==> config.mk <==
export PLATFORM = sky130hd
export DESIGN_NAME = scan_disk_scheduler_unit
export DESIGN_NICKNAME = d
export VERILOG_FILES = /design/src/sv/sds_pkg.sv /design/src/sv/sds_cell.sv /design/src/sv/scan_disk_scheduler_unit.sv
export VERILOG_INCLUDE_DIRS = /design/src /design/src/sv
export SDC_FILE = /design/constraint.sdc
export NUM_CORES = 2
export LEC_CHECK = 0
export BUFFER_PORTS_ARGS = -buffer_cell sky130_fd_sc_hd__buf_2
export CORE_AREA = 2 2 486 247
export DETAILED_ROUTE_END_ITERATION = 12
export DIE_AREA = 0 0 488 249
export PLACE_DENSITY = 0.61
export SLEW_MARGIN = 20
export SYNTH_ARGS = -nofsm -noshare
export SYNTH_HDL_FRONTEND = slang
export SYNTH_SLANG_ARGS = --single-unit
==> constraint.sdc <==
create_clock -name aclk -period 4.5 [get_ports aclk]
set_input_delay 0.9 -clock aclk [delete_from_list [all_inputs] [get_ports aclk]]
set_output_delay 0.9 -clock aclk [all_outputs]
set_load 0.02 [all_outputs]
==> src/sv/scan_disk_scheduler_unit_assert.svh <==
// assertion macros used by the scheduler unit
`ifndef SCAN_DISK_SCHEDULER_UNIT_ASSERT_SVH
`define SCAN_DISK_SCHEDULER_UNIT_ASSERT_SVH

// property that must hold at every clock edge outside reset
`define SDSU_ASSERT(lbl, prop, msg) \
    lbl: assert property (@(posedge aclk) disable iff (!aresetn) (prop)) else $error(msg);

// condition in one cycle implies a condition in the next one
`define SDSU_ASSERT_NEXT(lbl, cond, prop, msg) \
    lbl: assert property (@(posedge aclk) disable iff (!aresetn) (cond) |=> (prop)) \
        else $error(msg);

`endif

==> src/sv/sds_pkg.sv <==
package sds_pkg;

    localparam int MAX_REQUESTS = 32;
    localparam int CYL_W        = 12;
    localparam int TOT_W        = 13;
    localparam int CNT_W        = $clog2(MAX_REQUESTS + 1);
    localparam int IDX_W        = (MAX_REQUESTS > 1) ? $clog2(MAX_REQUESTS) : 1;
    localparam int S_TDATA_W    = 16;
    localparam int M_TDATA_W    = 32;

    typedef logic [CYL_W-1:0] cyl_t;
    typedef logic [TOT_W-1:0] tot_t;
    typedef logic [CNT_W-1:0] cnt_t;

    // handoff from one cell to the next one up the chain
    typedef struct packed {
        logic valid;
        logic gt;
        cyl_t value;
    } link_t;

    // broadcast to every cell
    typedef struct packed {
        logic ins;
        logic clr;
        cyl_t cyl;
        cyl_t head;
    } bcast_t;

endpackage

==> src/sv/sds_cell.sv <==
module sds_cell (
    input  logic           aclk,
    input  logic           aresetn,
    input  sds_pkg::bcast_t bc,
    input  sds_pkg::link_t prev,
    output sds_pkg::link_t curr,
    output logic           le
);
    import sds_pkg::*;

    cyl_t value_reg;
    cyl_t value_next;
    logic valid_reg;
    logic valid_next;
    logic gt;
    logic load;

    // a cell moves up when its value exceeds the new item, or fills the first empty slot
    assign gt   = valid_reg && (value_reg > bc.cyl);
    assign load = bc.ins && (gt || (!valid_reg && prev.valid));

    always_comb begin
        value_next = value_reg;
        if (load) begin
            value_next = prev.gt ? prev.value : bc.cyl;
        end
        valid_next = valid_reg;
        if (bc.clr) begin
            valid_next = 1'b0;
        end else if (load) begin
            valid_next = 1'b1;
        end
    end

    always_ff @(posedge aclk) begin
        if (!aresetn) begin
            valid_reg <= 1'b0;
        end else begin
            valid_reg <= valid_next;
        end
    end

    always_ff @(posedge aclk) begin
        value_reg <= value_next;
    end

    assign curr.valid = valid_reg;
    assign curr.gt    = gt;
    assign curr.value = value_reg;
    assign le         = valid_reg && (value_reg <= bc.head);

endmodule

==> src/sv/scan_disk_scheduler_unit.sv <==
// SCAN disk scheduler, head first moving toward cylinder 0. Requests stream in on the s_ side
// one item per cycle in the load state and are insertion-sorted into a row of MAX_REQUESTS
// cells in the cycle they arrive; requests beyond a full row are dropped, though a dropped item
// marked last still closes the batch. After the last item the head (cfg_wdata, taken by cfg_we,
// which the user must raise only while idle, as the block does not enforce it, and sampled when
// the last item arrives) splits the sorted row, then the results leave on the m_ side at one
// item per cycle while the output is not stalled: requests at or below the head in descending
// order, the turn at cylinder 0, then requests above the head in ascending order, n + 1 results
// for n stored requests. The final result carries tlast and the total movement (head plus the
// largest request above it, or the head alone). A batch thus passes the load state, a split
// step and the emit walk, one cell read per cycle; output stalls stretch only the emit walk.
// Loading of the next batch starts once the final result is in the output register.
module scan_disk_scheduler_unit (
    input  logic        aclk,
    input  logic        aresetn,
    // configuration: head position
    input  logic        cfg_we,
    input  logic [11:0] cfg_wdata,
    // request items
    input  logic        s_tvalid,
    output logic        s_tready,
    input  logic [15:0] s_tdata,   // [11:0] cylinder, [15:12] zero
    input  logic        s_tlast,   // last request of the batch
    // result items
    output logic        m_tvalid,
    input  logic        m_tready,
    output logic [31:0] m_tdata,   // [11:0] served_cylinder, [24:12] total_movement, [31:25] zero
    output logic        m_tlast    // end_of_run
);
    import sds_pkg::*;

    `include "scan_disk_scheduler_unit_assert.svh"

    // sequencer states
    typedef enum logic [4:0] {
        S_LOAD = 5'b00001,   // taking requests
        S_PREP = 5'b00010,   // find the split at the head
        S_LO   = 5'b00100,   // walk down through requests at or below head
        S_TURN = 5'b01000,   // the turn at cylinder 0
        S_HI   = 5'b10000    // walk up through requests above head
    } state_t;

    state_t state_reg, state_next;

    cyl_t   head_cfg_reg;
    cyl_t   head_reg, head_next;
    cnt_t   count_reg, count_next;
    cnt_t   split_reg, split_next;
    cnt_t   ptr_reg, ptr_next;
    cnt_t   split_calc;

    logic   out_valid_reg, out_valid_next;
    cyl_t   out_cyl_reg, out_cyl_next;
    tot_t   out_tot_reg, out_tot_next;
    logic   out_last_reg, out_last_next;

    logic   in_acc;
    logic   full;
    logic   out_free;
    logic   emit;
    logic   emit_final;
    cyl_t   rd_value;

    bcast_t bc;
    link_t  lnk [MAX_REQUESTS+1];
    cyl_t   cell_val [MAX_REQUESTS];
    logic [MAX_REQUESTS-1:0] le_vec;
    logic [MAX_REQUESTS-1:0] valid_vec;

    assign in_acc   = s_tvalid && s_tready;
    assign full     = (count_reg == cnt_t'(MAX_REQUESTS));
    assign out_free = !out_valid_reg || m_tready;

    // broadcast into the cell row
    assign bc.ins  = in_acc && !full;
    assign bc.clr  = emit_final;
    assign bc.cyl  = s_tdata[CYL_W-1:0];
    assign bc.head = head_reg;

    // bottom of the chain: an always-valid, never-greater neighbor
    assign lnk[0] = '{valid: 1'b1, gt: 1'b0, value: '0};

    for (genvar g = 0; g < MAX_REQUESTS; g++) begin : g_cell
        sds_cell u_cell (
            .aclk    (aclk),
            .aresetn (aresetn),
            .bc      (bc),
            .prev    (lnk[g]),
            .curr    (lnk[g+1]),
            .le      (le_vec[g])
        );
        assign cell_val[g]  = lnk[g+1].value;
        assign valid_vec[g] = lnk[g+1].valid;
    end

    // split = number of stored requests at or below the head; le is a prefix of the row
    always_comb begin
        split_calc = '0;
        for (int i = 0; i < MAX_REQUESTS; i++) begin
            if (le_vec[i] && ((i == MAX_REQUESTS - 1) || !le_vec[(i + 1) % MAX_REQUESTS])) begin
                split_calc = split_calc | cnt_t'(i + 1);
            end
        end
    end

    // emit walk reads one cell per cycle while the output is free
    assign rd_value = cell_val[ptr_reg[IDX_W-1:0]];

    always_comb begin
        state_next     = state_reg;
        head_next      = head_reg;
        count_next     = count_reg;
        split_next     = split_reg;
        ptr_next       = ptr_reg;
        out_valid_next = out_valid_reg && !m_tready;
        out_cyl_next   = out_cyl_reg;
        out_tot_next   = out_tot_reg;
        out_last_next  = out_last_reg;
        emit           = 1'b0;
        emit_final     = 1'b0;
        s_tready       = 1'b0;

        unique case (state_reg)
            S_LOAD: begin
                s_tready = 1'b1;
                if (in_acc) begin
                    if (!full) begin
                        count_next = count_reg + 1'b1;
                    end
                    if (s_tlast) begin
                        head_next  = head_cfg_reg;
                        state_next = S_PREP;
                    end
                end
            end
            S_PREP: begin
                split_next = split_calc;
                if (split_calc != '0) begin
                    ptr_next   = split_calc - 1'b1;
                    state_next = S_LO;
                end else begin
                    state_next = S_TURN;
                end
            end
            S_LO: begin
                if (out_free) begin
                    emit         = 1'b1;
                    out_cyl_next = rd_value;
                    out_tot_next = '0;
                    if (ptr_reg == '0) begin
                        state_next = S_TURN;
                    end else begin
                        ptr_next = ptr_reg - 1'b1;
                    end
                end
            end
            S_TURN: begin
                if (out_free) begin
                    emit         = 1'b1;
                    out_cyl_next = '0;
                    out_tot_next = '0;
                    if (split_reg == count_reg) begin
                        // nothing above the head
                        emit_final   = 1'b1;
                        out_tot_next = {1'b0, head_reg};
                        state_next   = S_LOAD;
                    end else begin
                        ptr_next   = split_reg;
                        state_next = S_HI;
                    end
                end
            end
            S_HI: begin
                if (out_free) begin
                    emit         = 1'b1;
                    out_cyl_next = rd_value;
                    out_tot_next = '0;
                    if (ptr_reg == count_reg - 1'b1) begin
                        // top of the row is the largest request above the head
                        emit_final   = 1'b1;
                        out_tot_next = {1'b0, head_reg} + {1'b0, rd_value};
                        state_next   = S_LOAD;
                    end else begin
                        ptr_next = ptr_reg + 1'b1;
                    end
                end
            end
            default: begin
                state_next = S_LOAD;
            end
        endcase

        if (emit) begin
            out_valid_next = 1'b1;
            out_last_next  = emit_final;
        end
        if (emit_final) begin
            count_next = '0;
        end
    end

    always_ff @(posedge aclk) begin
        if (!aresetn) begin
            state_reg     <= S_LOAD;
            head_cfg_reg  <= '0;
            count_reg     <= '0;
            out_valid_reg <= 1'b0;
        end else begin
            state_reg     <= state_next;
            count_reg     <= count_next;
            out_valid_reg <= out_valid_next;
            if (cfg_we) begin
                head_cfg_reg <= cfg_wdata;
            end
        end
    end

    // payload, no reset needed
    always_ff @(posedge aclk) begin
        head_reg     <= head_next;
        split_reg    <= split_next;
        ptr_reg      <= ptr_next;
        out_cyl_reg  <= out_cyl_next;
        out_tot_reg  <= out_tot_next;
        out_last_reg <= out_last_next;
    end

    assign m_tvalid = out_valid_reg;
    assign m_tdata  = {7'd0, out_tot_reg, out_cyl_reg};
    assign m_tlast  = out_last_reg;

    // count tracks the filled cells
    `SDSU_ASSERT(a_count_cells, $countones(valid_vec) == 32'(count_reg), "count and cell row disagree")
    // fill level stays within the row
    `SDSU_ASSERT(a_count_bound, count_reg <= cnt_t'(MAX_REQUESTS), "count beyond the row")
    // the last request always leads to the split step
    `SDSU_ASSERT_NEXT(a_last_prep, in_acc && s_tlast, state_reg == S_PREP, "last item not split")
    // the final result empties the row and carries tlast
    `SDSU_ASSERT_NEXT(a_final_clear, emit_final, (count_reg == '0) && m_tvalid && m_tlast,
        "batch not closed after final result")

endmodule

; ---- After elaboration in Yosys (flattened, before gate mapping)
; Cells that the tools add are included.
[totals]
regBits = 490
inputBits = 34
output_inout_bits = 35
word_cells = 691
[classes]
n_addsub = 6
n_lt_le_gt_ge = 65
n_eq_ne = 21
n_mux = 220
n_bitwise = 2
n_reduce_logical = 303
[ops]
columns = cell, n
row1 = 12-bit two-way mux, 46
row2 = 12-bit > comparator, 32
row3 = 12-bit <= comparator, 32
row4 = 5-bit two-way mux, 37
row5 = 1-bit logical AND, 161
row6 = 13-bit two-way mux, 11
row7 = 6-bit two-way mux, 23
row8 = 1-bit two-way mux, 81
row9 = 1-bit zero test, 66
row10 = 2-bit nonzero test, 32
row11 = 12-bit binary-select mux with 5-bit select, 1
row12 = 13-bit case mux with 3 select lines, 1
row13 = 4-bit two-way mux, 9
row14 = 12-bit case mux with 3 select lines, 1
row15 = 1-bit logical OR, 33
row16 = 5-bit case mux with 5 select lines, 1
row17 = "2-bit inequality test, second input constant", 12
row18 = 6-bit case mux with 4 select lines, 1
row19 = "6-bit by 1-bit subtractor with 6-bit output, second input constant", 3
row20 = 12-bit by 12-bit adder with 13-bit output, 1
row21 = "6-bit by 1-bit adder with 6-bit output, second input constant", 2
row22 = 6-bit equality test, 2
row23 = 3-bit two-way mux, 4
row24 = 8-bit AND reduction, 1
row25 = 22 further kinds, 24

; ---- Logic depth before layout (Yosys ltp)
[logic_depth]
ltp_word = 40
ltp_mapped = 18
ltp_nobuf = 15

; ---- Modules after synthesis
; A second synthesis with hierarchy kept.
[unflattened]
cells_unflattened = 4714
hier_area_um2 = 43812.0
[modules_own_cells]
columns = module, n_inst, cells_each, area_per_inst_um2, seq_area_each_um2
row1 = sds_cell (g_cell[0].u_cell ...), 31, 128, 1136.1, 380.4
row2 = scan_disk_scheduler_unit, 1, 614, 7419.6, 1981.9
row3 = sds_cell (g_cell[9].u_cell), 1, 132, 1173.6, 380.4

; ---- Worst setup path before layout
; No wires, ideal clock.
[synth_timing]
path_kind = register to register
from = register ptr_reg[0]
to = register out_tot_reg[11], data pin
setup_ps = 256
t_arrival_ps = 4427
required_ps = 4244
path_slack_ps = -183
path_stages_with_launch = 17
n_path_buf = 2
synth_period_minus_slack_ps = 4683
path_cell_list = edfxtp_1 -> clkbuf_1 -> buf_1 -> mux4_2 -> mux4_2 -> mux2_2 -> ha_1 -> a21o_1 -> a21oi_1 -> o21bai_1 -> a21oi_1 -> nor2b_1 -> o21a_1 -> o31a_1 -> o41ai_1 -> xnor2_1 -> a22o_1
[synth_via]
elab_chain_len = 11
elab_cells_between_ends = 12
classes_between = add/sub (1) / eq/ne (1) / mux (9) / bitwise (1)
[synth_lines]
columns = element, line_no
row1 = "start, declared", scan_disk_scheduler_unit.sv:49  ; cnt_t ptr_reg, ptr_next;
row2 = "start signal, assigned", scan_disk_scheduler_unit.sv:222  ; ptr_reg <= ptr_next;
row3 = 5-bit inverter with 6-bit output (implied by the code), scan_disk_scheduler_unit.sv:107  ; assign rd_value = cell_val[ptr_reg[IDX_W-1:0]];
row4 = 12-bit binary-select mux with 5-bit select, scan_disk_scheduler_unit.sv:107
row5 = 12-bit two-way mux (implied by the code) (2 in a row), scan_disk_scheduler_unit.sv:107
row6 = 12-bit by 12-bit adder with 13-bit output, scan_disk_scheduler_unit.sv:181  ; out_tot_next = {1'b0, head_reg} + {1'b0, rd_value};
row7 = 13-bit two-way mux *, scan_disk_scheduler_unit.sv:178  ; if (ptr_reg == count_reg - 1'b1) begin
row8 = 13-bit two-way mux *, scan_disk_scheduler_unit.sv:174  ; if (out_free) begin
row9 = 13-bit two-way mux *, scan_disk_scheduler_unit.sv:123  ; unique case (state_reg)
row10 = 13-bit two-way mux *, scan_disk_scheduler_unit.sv:174
row11 = 13-bit two-way mux *, scan_disk_scheduler_unit.sv:123
row12 = 13-bit case mux with 3 select lines *, scan_disk_scheduler_unit.sv:123
row13 = net out_tot_next[11], scan_disk_scheduler_unit.sv:54  ; tot_t out_tot_reg, out_tot_next;
row14 = "end signal, assigned", scan_disk_scheduler_unit.sv:224  ; out_tot_reg <= out_tot_next;
row15 = "end, declared", scan_disk_scheduler_unit.sv:54
; The timed path passes the listed nets; every way through them passes the cells marked *. The select of a mux whose other input is x is not followed.
; A chain may end at the register's enable or synchronous reset.

; ---- Worst setup path after layout
; Same ends and word-level chain as after synthesis.

==> flow_summary_export.csv <==
group,metric,value,unit
global_routing,overflow,0,
hold_path,timing.hold.worst.class,"reg -> reg",
synth,edff_count_synth,434,
sta,timing.final.setup_violations,2,
worst_setup_path,path_max_fanout,8,
cts,hold_fix_buffer_count_after_cts,0,
layout,syn_to_final_growth,15.93,%
synth,yosys.cell_types.count,87,
cts,worst_skew_pair.late_latency,0.69,ns
sta,max_slew_headroom,27.28,%
power_and_ir_drop,p_per_area,271.5,nW/um^2
power_and_ir_drop,max-vdd-ir-drop,0.0002861,V
worst_setup_path,worst_ep_arrival_time,5.08,ns
route,vias_per_cell,6.225,
cts,tritoncts.num_buffers,50,
synth,netlist.top_cell.by_area,"edfxtp_1",
global_routing,met2_usage,29.73,%
job,max_cap_violations,0,
route,drt_pass1_iterations,5,
route,detail-route-antenna-nets,0,
sta,worst_slack,-0.1384,ns
power_and_ir_drop,p_leak,19.06,nW
synth,ys_dominant_reg_cell,"edfxtp_1",
layout,largest_reg_flops,384,
global_routing,gr-usage-all-layers,27.31,%
placement,globalplace.congestion,1.051,
status,status,"finished, violations left",
floorplanning,rows,89,
placement,detailedPlacementHpwl,131.7,mm
worst_setup_path,critPathKind,"reg -> reg",
synth,synth-seq-area-share,34.74,%
synth,synth.top_cell.area_share,31.99,%
route,detail_route.iter0.violations,5362,
route,post-route-drc-count,0,
placement,io_buffers,57,
cts,path_clk_slew,0.08,ns
route,routed-via-count,35840,
synth,post_synth_instance_area,40740,um^2
layout,fillerInstances,11200,
worst_setup_path,crit_path_end_kind,"flop",
floorplanning,chipHeight,249,um
sta,rsz_0062_raised_after_global_routing,"true",
sta,worst_clock_skew,0.04529,ns
global_routing,met1_usage,42.83,%
sta,worst_slew_pin_slew,1.091,ns
floorplanning,start_util,34.81,%
cts,root_buffer,"clkbuf_16",
synth,synth_seq_cells,490,
layout,utilization,40.36,%
placement,pre_cts_slack,-0.1558,ns
sta,minimum_clock_period_after_layout,4.638,ns
synth,netlist_top_cells_area,"edfxtp_1, ha_1, mux4_2",
global_routing,antenna_violations_before_repair,5,
sta,drv_slew,0,
synth,number_of_standard_cells_after_synthesis,3830,
floorplanning,top_level_ports,69,
sta,timing_hold_violations_final,0,
route,drt-total-wl,171.5,mm
layout,post_route_cells_drive_above_1_share,18.84,%
synth,fraction_of_registers_with_async_set_or_reset_after_synthesis,0,%
layout,nets,4948,
floorplanning,die_area,121500,um^2
status,violations,"negative setup slack",
cts,tritoncts_num_sinks,490,
route,routedWlPerCell,29.78,um
global_routing,grt_first_pass_wirelength,239.9,mm
worst_setup_path,worst_ep_required_time,4.94,ns
layout,antenna_cells,0,
sta,period_share,103.1,%
worst_setup_path,cp-start-kind,"flop",
floorplanning,core-area,117000,um^2
synth,synthesis_warning_total,0,
sta,timing.hold.ws,0.4366,ns
cts,htreeDepth,2,
floorplanning,width_of_the_die,488,um
cts,cts_max_path_buffers,3,
cts,tritoncts_clock_tree,"built",
synth,post_synth.cell_area_avg,10.64,um^2
global_routing,top_usage_layer,"met1",
global_routing,gr-usage-met3,16.62,%
global_routing,number_of_global_route_vias_before_repair,32700,
sta,fmaxAchievable,215.6,MHz
sta,final.setup.tns,-0.2376,ns
global_routing,grt_start_max_net_pins,39,
==> worst paths after layout <==
kind         slack, ns         endpoint  cells after the start             from
min reg2reg       0.44      head_reg[4]                      0  head_cfg_reg[4]
max reg2reg      -0.14  out_tot_reg[11]                     14       ptr_reg[0]
min               0.44      head_reg[4]                      0  head_cfg_reg[4]
max              -0.14  out_tot_reg[11]                     14       ptr_reg[0]
==> per-layer routing <==
metal,share of wire [%],vias up
li1,-,15520
met1,45,17290
met2,32,2776
met3,21,253
met4,1.8,6
met5,0.027,-
==> power breakdown <==
group,total [mW],internal (mW),leakage (nW),switching (mW)
combinational,3.02,1.16,13.9,1.86
sequential,5.20,5.06,4.36,0.137
clock,4.60,2.44,0.818,2.16
==> per-stage QoR <==
step	area, um^2	power, mW	cells
2_1_floorplan	40780	6.864	3836
3_3_place_gp	45280	8.024	5654
3_5_place_dp	45280	8.104	5654
4_1_cts	47010	12.62	5751
5_1_grt	47240	13.20	5758
6_report	47240	12.83	5758
==> Yosys cell counts (48+ instances only) <==
master and count:
a21o_1 132, dfxtp_1 56, nand2_1 347, ha_1 788
nand4_1 182, o21ai_0 348, clkbuf_1 111, nor2b_1 90
mux2_2 109, inv_1 105, nor2_1 162, mux4_2 120
a21oi_1 275, edfxtp_1 434, nand2b_1 48, nand3_1 58
==> cell type report <==
class	count	area (um^2)	area share, %
clock buffer	66	1371	2.903
clock inverter	28	290.3	0.6145
inverter	105	411.6	0.8715
multi-input combinational	3101	25780	54.58
sequential	490	14150	29.96
tap	1592	1992	4.217
timing repair buffer	376	3234	6.847
==> critical path: stages (launching register included) <==
cell and delay (ns):
edfxtp_1 0.41, buf_6 0.16, buf_12 0.16, buf_4 0.15, buf_6 0.17, mux4_2 0.62
mux4_2 0.57, mux2_2 0.41, ha_1 0.37, nor2b_1 0.15, o21a_1 0.18, o31a_1 0.33
o41ai_2 0.37, xnor2_1 0.14, a22o_1 0.22
==> repair_timing <==
| item | CTS | global route |
|---|---|---|
| endpoints found under the setup margin | 4 | 12 |
| hold endpoints to repair | 0 | 0 |
| gates cloned | 1 | 1 |
| setup buffers | 2 | 6 |
| pin swaps | 1 | 15 |
| gates resized for setup | 6 | 43 |
==> cells in the final DEF, fill, tap and decap left out, types with 14 or more instances in the layout <==
master	synthesis	layout
clkbuf_16	0	51
a21o_1	132	132
and3_1	21	21
edfxtp_1	434	434
mux2_2	109	105
or2_2	28	28
xnor2_1	24	24
nand2_1	347	347
o21a_1	20	20
o221ai_1	26	25
nor3_1	31	31
a211o_1	20	20
o211a_1	24	24
nor2_1	162	160
mux4_2	120	120
inv_1	105	83
buf_4	9	273
nor2b_1	90	90
nand3_1	58	57
buf_12	0	39
a21oi_1	275	270
a21boi_0	18	18
o211ai_1	29	29
o21ai_0	348	347
dfxtp_1	56	56
ha_1	788	784
buf_2	4	56
nand4_1	182	182
mux2i_1	14	14
inv_2	0	15
nand2b_1	48	48
==> cell families (layout without fill, tap and decap cells) <==
| logic type | after synthesis | count (layout) | synth area share (%) |
|---|---|---|---|
| muxes | 243 | 243 | 9.990 |
| and+or+nand+nor | 1027 | 1027 | 12.74 |
| other | 1 | 7 | 0.009204 |
| adders and majority gates | 790 | 790 | 24.30 |
| AOI/OAI and AO/OA | 1000 | 1000 | 15.10 |
| buffers and inverters | 245 | 575 | 2.398 |
| DFF | 490 | 490 | 34.74 |
| xor gates and xnor gates | 34 | 34 | 0.7309 |
(Power assumes the default switching activity.)
